==> config.mk <==
export PLATFORM = sky130hd
export DESIGN_NAME = tcw_ctrl
export DESIGN_NICKNAME = d
export VERILOG_FILES = /design/src/rtl/tcw_pkg.sv /design/src/rtl/tcw_ctrl.sv
export SDC_FILE = /design/constraint.sdc
export NUM_CORES = 1
export LEC_CHECK = 0
export BUFFER_PORTS_ARGS = -buffer_cell sky130_fd_sc_hd__buf_2
export CORE_AREA = 2 2 39 41
export CTS_BUF_LIST = sky130_fd_sc_hd__clkbuf_4 sky130_fd_sc_hd__clkbuf_8 sky130_fd_sc_hd__clkbuf_16
export DETAILED_ROUTE_END_ITERATION = 6
export DIE_AREA = 0 0 41 43
export PLACE_DENSITY_LB_ADDON = 0.25
export SLEW_MARGIN = 20
export SYNTH_ARGS = -nofsm -noshare
export SYNTH_HDL_FRONTEND = slang
export SYNTH_SLANG_ARGS = --single-unit
==> constraint.sdc <==
create_clock -name aclk -period 3.2 [get_ports aclk]
set_input_delay 0.16 -clock aclk [delete_from_list [all_inputs] [get_ports aclk]]
set_output_delay 0.16 -clock aclk [all_outputs]
set_load 0.02 [all_outputs]
==> src/rtl/tcw_pkg.sv <==
`default_nettype none

package tcw_pkg;

    // screen geometry defaults
    localparam int COLUMNS_DEF = 80;
    localparam int ROWS_DEF    = 25;

    // configuration port
    localparam int ADDR_W = 3;
    localparam int DATA_W = 32;
    localparam logic REG_TEXT_ATTR = 1'b0;
    localparam logic [7:0] ATTR_RESET = 8'h0F;

    // operation codes
    localparam logic [1:0] OP_PUT   = 2'd0;
    localparam logic [1:0] OP_CLEAR = 2'd1;
    localparam logic [1:0] OP_READ  = 2'd2;

    // character codes
    localparam logic [7:0] CHAR_NEWLINE  = 8'h0A;
    localparam logic [7:0] CHAR_PRINT_LO = 8'h20;
    localparam logic [7:0] CHAR_PRINT_HI = 8'h7F;

    typedef struct packed {
        logic [1:0]  opcode;
        logic [7:0]  char_code;
        logic        last_of_string;
        logic [10:0] cell_index;
    } in_item_t;

    typedef struct packed {
        logic [10:0] cursor_pos;
        logic [15:0] cell_data;
        logic        scrolled;
    } out_item_t;

    // controller to datapath
    typedef struct packed {
        logic latch;
        logic exec;
        logic copy_step;
        logic zero_step;
        logic mark;
        logic load_out;
    } tcw_cmd_t;

    // datapath to controller
    typedef struct packed {
        logic [1:0] opcode;
        logic       last;
        logic       overflow;
        logic       copy_end;
        logic       sweep_end;
        logic       out_free;
    } tcw_stat_t;

endpackage

`default_nettype wire

==> src/rtl/tcw_ctrl.sv <==
`default_nettype none

module tcw_ctrl (
    input  wire logic              aclk,
    input  wire logic              aresetn,
    input  wire logic              s_valid,
    output logic                   s_ready,
    input  wire tcw_pkg::tcw_stat_t stat,
    output tcw_pkg::tcw_cmd_t      cmd
);
    import tcw_pkg::*;

    localparam logic [2:0] ST_INIT  = 3'd0;
    localparam logic [2:0] ST_IDLE  = 3'd1;
    localparam logic [2:0] ST_EXEC  = 3'd2;
    localparam logic [2:0] ST_SCOPY = 3'd3;
    localparam logic [2:0] ST_ZERO  = 3'd4;
    localparam logic [2:0] ST_MARK  = 3'd5;
    localparam logic [2:0] ST_DONE  = 3'd6;

    logic [2:0] state_reg;
    logic [2:0] state_next;

    always_ff @(posedge aclk) begin
        if (!aresetn) begin
            state_reg <= ST_INIT;
        end else begin
            state_reg <= state_next;
        end
    end

    always_comb begin
        state_next = state_reg;
        cmd        = '0;
        s_ready    = 1'b0;
        case (state_reg)
            ST_INIT: begin
                cmd.zero_step = 1'b1;
                if (stat.sweep_end) begin
                    state_next = ST_IDLE;
                end
            end
            ST_IDLE: begin
                s_ready = 1'b1;
                if (s_valid) begin
                    cmd.latch  = 1'b1;
                    state_next = ST_EXEC;
                end
            end
            ST_EXEC: begin
                cmd.exec = 1'b1;
                case (stat.opcode)
                    OP_PUT: begin
                        if (stat.overflow) begin
                            state_next = ST_SCOPY;
                        end else if (stat.last) begin
                            state_next = ST_MARK;
                        end else begin
                            state_next = ST_DONE;
                        end
                    end
                    OP_CLEAR: state_next = ST_ZERO;
                    default:  state_next = ST_DONE;
                endcase
            end
            ST_SCOPY: begin
                cmd.copy_step = 1'b1;
                if (stat.copy_end) begin
                    state_next = ST_ZERO;
                end
            end
            ST_ZERO: begin
                cmd.zero_step = 1'b1;
                if (stat.sweep_end) begin
                    if (stat.opcode == OP_PUT && stat.last) begin
                        state_next = ST_MARK;
                    end else begin
                        state_next = ST_DONE;
                    end
                end
            end
            ST_MARK: begin
                cmd.mark   = 1'b1;
                state_next = ST_DONE;
            end
            ST_DONE: begin
                if (stat.out_free) begin
                    cmd.load_out = 1'b1;
                    state_next   = ST_IDLE;
                end
            end
            default: state_next = ST_INIT;
        endcase
    end

endmodule

`default_nettype wire

Word-level counts from Yosys, hierarchy flattened. Cells that the tools add are included.

Bits of input ports: 10. Bits in registers: 3. Output and inout bits: 7. Logic and storage cells: 37.

Reductions and logical operators: 5. Eq/ne operators: 12. Muxes and demuxes: 19.

Operators by type and width (number): case mux 3 bit (7 select lines) (1); two-way mux 3 bit (6); != test 2 bit (second input constant) (5); == test 3 bit (second input constant) (3); two-way mux 1 bit (9); == test 3 x 2 -> 1 bit (second input constant) (2); case mux 3 bit (2 select lines) (1); AND reduction 5 bit (1); two-way mux 2 bit (2); == test 3 x 1 -> 1 bit (second input constant) (1); zero test 3 bit (1); == test 2 x 1 -> 1 bit (second input constant) (1); zero test 2 bit (1); OR reduction 2 bit (1); logical AND 1 bit (1).

Depth between registers and ports, before layout.
Depth after elaboration: 5. Depth in mapped cells: 5. Mapped depth without buffers: 4.

Least setup slack after synthesis. OpenSTA, ideal clock, no wires.

Kind: reg2reg. Start: reg state_reg[1]. End: reg state_reg[1]. Buffers on the path: 1. Stages on the path, launching flop included: 6. Data required time: 3.112 ns. Arrival time: 1.467 ns. Period minus slack after synthesis: 1.555 ns. Setup time: 0.088 ns. Path slack: 1.645 ns. Cells stage by stage: dfxtp_1 buf_4 inv_2 nor3_1 o21ai_0 a311oi_2.

Cells in the longest elaborated chain, start to end: 3. Elaborated cells between the ends (all ways): 14. Classes of those cells: eq/ne: 11; mux: 1; reduce/logical: 2.

RTL lines: start, declared (RTL line tcw_ctrl.sv:21) `logic [2:0] state_reg;`; start signal, assigned (RTL line tcw_ctrl.sv:28) `state_reg <= state_next;`; == test 3 x 2 -> 1 bit, or another cell as far along (RTL line tcw_ctrl.sv:36) `case (state_reg)`; != test 2 bit (no source line); AND reduction 5 bit (no source line).

Several ways; a longest one is shown, not always the timed one. A chain may end at the register's enable or synchronous reset.

==> results.md <==
Worst setup path:
- The startpoint of the worst setup timing path is state_reg[1].
- The biggest cell delay along the critical path is 490 ps.
- The worst register-to-register path ends at state_reg[1].
- The setup path with the least slack is of type reg2out.
- The launch instance of the worst register-to-register path is state_reg[0].
- The critical path goes through nand2_1, nor3b_1, buf_2.
- Data arrives at the worst endpoint at 1300 ps.
- The cell with the largest stage delay on the worst path is sky130_fd_sc_hd__dfxtp_1.
- STA classifies the critical path endpoint as an output port.
- In this run the register-to-register setup slack is 1780 ps.
- Of all nets on the critical path, the largest fanout is 10.
- The kind of launch point of the worst setup path is a flip-flop.
- The total buffers and inverters traversed by the critical path is 1.
- The worst endpoint required time is 3040 ps.
- The cell class contributing the biggest share of worst-path delay is flip-flops.
- The number of cells on the worst reg-to-reg path is 4.

Synthesis:
- The biggest area contributor in the post-synthesis netlist is sky130_fd_sc_hd__dfxtp_1.
- The fraction of the yosys area taken by sequential cells is 0.211.
- After synthesis, the mean cell area works out to 7.10 sq um.
- The flip-flop and latch count after synthesis is 3.
- The area fraction of the dominant cell type after synthesis is 0.211.
- Ranked by total cell area, the synthesized netlist is headed by sky130_fd_sc_hd__dfxtp_1, sky130_fd_sc_hd__nor2_1, sky130_fd_sc_hd__a21oi_1.
- Synthesis instantiated 25 different standard cells from the library.
- Synthesis produced 40 cells.
- The number of warnings reported in the yosys synthesis log is 0.
- The number of nets produced by synthesis is 50.
- The post-synthesis instance area is 284 sq um.

Global routing:
- For this run the aggregate overflow at the end of global routing stands at 0.
- The layer flagged by global routing as most heavily used is met2.
- For this run, the total global-route usage over all layers was measured as 0.106.
- The met1 track demand over resource in global routing is 0.137.
- The largest net degree at the start of global routing is 11.
- The met2 track demand over resource is 0.150.
- For met3 alone, demand over resource in global routing was 0.0157.
- The number of antenna violations at the first check in global routing is 0.
- The via count of the first global-routing pass is 344.
- The first global-routing pass estimated 1270 um of wire.

Clock network:
- The clock tree buffer depth is 2.
- The number of hold buffers added after CTS was 0.
- Counting every sink on the clock net gives 3.
- CTS built an H-tree with a depth of 1.
- The number of CTS-inserted buffers is 3.
- Clock latency on the worst-skew pair, taken at its later pin, is 230 ps.
- The number of resized instances in the post-cts repair step is 0.
- The master cell of the clock root buffer is sky130_fd_sc_hd__clkbuf_4.
- The clock transition time at the flip-flop clock pins of the worst setup and hold paths is 40 ps.
- TritonCTS built the clock tree.
- The number of setup buffers added after CTS is 0.

Detailed routing:
- The mean routed wirelength per cell is 10.2 um.
- The detail route stage leaves a number of antenna-violating nets equal to 0.
- The pre-antenna-repair detailed-routing pass consisted of 4 iterations.
- The starting DRC count in detailed routing is 4.
- For this run, design rule violations remaining after detail routing come to 0.
- The detailed-route wire length is 756 um.
- The overall via count from detail_route is 333.
- The via density per instance is 4.50.

Finish:
- The area overhead of the layout relative to synthesis is 40.5%.
- The most common cell after layout, fill and taps aside is sky130_fd_sc_hd__buf_2.
- Of the cells placed in the final design, the portion with a size suffix greater than 1 is 0.448.
- The flip-flop count of the largest register, all copies and words added is 3.
- Once layout is complete, the cells apart from fillers number 74.
- Leaving out fill and tap cells, the most frequent cells in the layout are sky130_fd_sc_hd__buf_2, sky130_fd_sc_hd__nor2_1, sky130_fd_sc_hd__clkbuf_4.
- The number of antenna diodes in the final layout is 0.
- The final net count is 69.

STA:
- The final cycle utilization of the critical path is 0.457.
- The clock arrives with 3.21 ps of skew.
- The maximum frequency from static timing analysis is 684 MHz.
- Setup violations remaining at the end of the flow were counted as 0.
- The final critical path time including I/O delays and setup is 1460 ps.
- Setup total negative slack on the finished layout was measured at 0 ps.
- The relative slew slack is 0.745.
- The number of hold-slack violations in the final timing report is 0.
- The max-slew violation count was 0.
- Setup repair after global routing left no endpoint under its margin.
- The measured slew at the worst slew-check pin is 382 ps.

Run:
- The tool flagged a number of max-cap violations equal to 0.

Floorplan:
- The initial utilization of the core area, before any placement, comes to 0.205.
- During I/O placement, the number of pins put on the boundary was 17.
- The die is 41 um wide.
- In this run the standard cell core region covers 1380 sq um.
- From bottom edge to top edge, the die measures 43 um.
- The die covers 1760 sq um.
- The number of cell rows is 14.

Placed design:
- The total placed cells including tap cells is 70.
- Input and output buffers added on the ports amount to 16.
- The total half-perimeter wirelength after legalization and detailed placement is 589 um.
- The placer congestion estimate is 0.811.

Min path:
- The number of cells on the worst hold path is 2.
- The worst min-delay path category is in2reg.
- The sink of the worst hold path is state_reg[0].
- In this run the most critical hold path is launched from aresetn.

Power:
- The total leakage power is 0.200 nW.
- The total power divided by cell area is 850 nW/um^2.
- Across the VDD grid, the largest voltage drop is 0.181 mV.

Run status:
- The run finished with clean final reports.
[logic make-up (layout without fill, tap and decap cells)]
logic type,after synthesis,in the layout,synth area share
simple gates,18,18,0.361
compound gates,13,13,0.322
buf+inv,6,24,0.106
flops,3,3,0.211
[routing by layer]
| layer | up-vias | part of all wire | wire length [um] |
|---|---|---|---|
| li1 | 178 | - | - |
| met1 | 145 | 0.47 | 359 |
| met2 | 10 | 0.48 | 360 |
| met3 | 0 | 0.046 | 35 |
| met4 | 0 | 0 | 0 |
| met5 | - | 0 | 0 |
[per-stage QoR]
step | setup slack (ps) | utilization | power (mW) | hold slack (ps) | instance area [sq um]
6_report | 1740 | 0.288 | 0.339 | 181 | 399
5_1_grt | 1590 | 0.288 | 0.372 | 192 | 399
4_1_cts | 1710 | 0.288 | 0.344 | 177 | 399
3_5_place_dp | 1790 | 0.267 | 0.266 | 423 | 369
3_3_place_gp | 1810 | 0.267 | 0.269 | 422 | 369
2_1_floorplan | 1640 | - | 0.226 | 287 | 284
[report_power, final]
part / internal, mW / switching, mW
clock: 0.0552 / 0.0203
sequential: 0.0530 / 0.0371
combinational: 0.0788 / 0.0949
[how the worst max path moves through the flow]
stage / slack [ps] / cells after the start / to
after floorplan: 1640 / 5 / state_reg[1]
after global placement: 1810 / 4 / state_reg[1]
after detailed placement: 1790 / 4 / state_reg[1]
after CTS: 1710 / 3 / cmd[0]
after global routing: 1590 / 3 / cmd[0]
final: 1740 / 3 / cmd[0]
[Yosys cell counts, drive strengths merged]
master   instances
a21oi            3
nor3             1
nor2b            1
nand2b           1
or3              1
buf              2
nand3            1
inv              4
o22ai            1
nand2            2
a21boi           1
o21ai            3
a211o            1
o2111ai          1
nor2             6
a21o             1
and2             1
a31oi            1
or3b             1
dfxtp            3
nor3b            1
and3             2
a311oi           1
[layout make-up]
type / instances / area [sq um]
fillers: 164 / 985
multi-input cells: 31 / 194
repair buffers: 16 / 80.1
flip-flops and latches: 3 / 60.1
clock buffers: 4 / 30.0
well taps: 16 / 20.0
inverters: 4 / 15.0
[worst reg2reg max path, delay by kind of cell, from the launching register on]
family           cells  cell delay [ps]
AO/OA/AOI/OAI        3              710
flip-flops           1              540
AND/OR/NAND/NOR      1               90
Note: power is estimated with default switching activity, not from simulation.
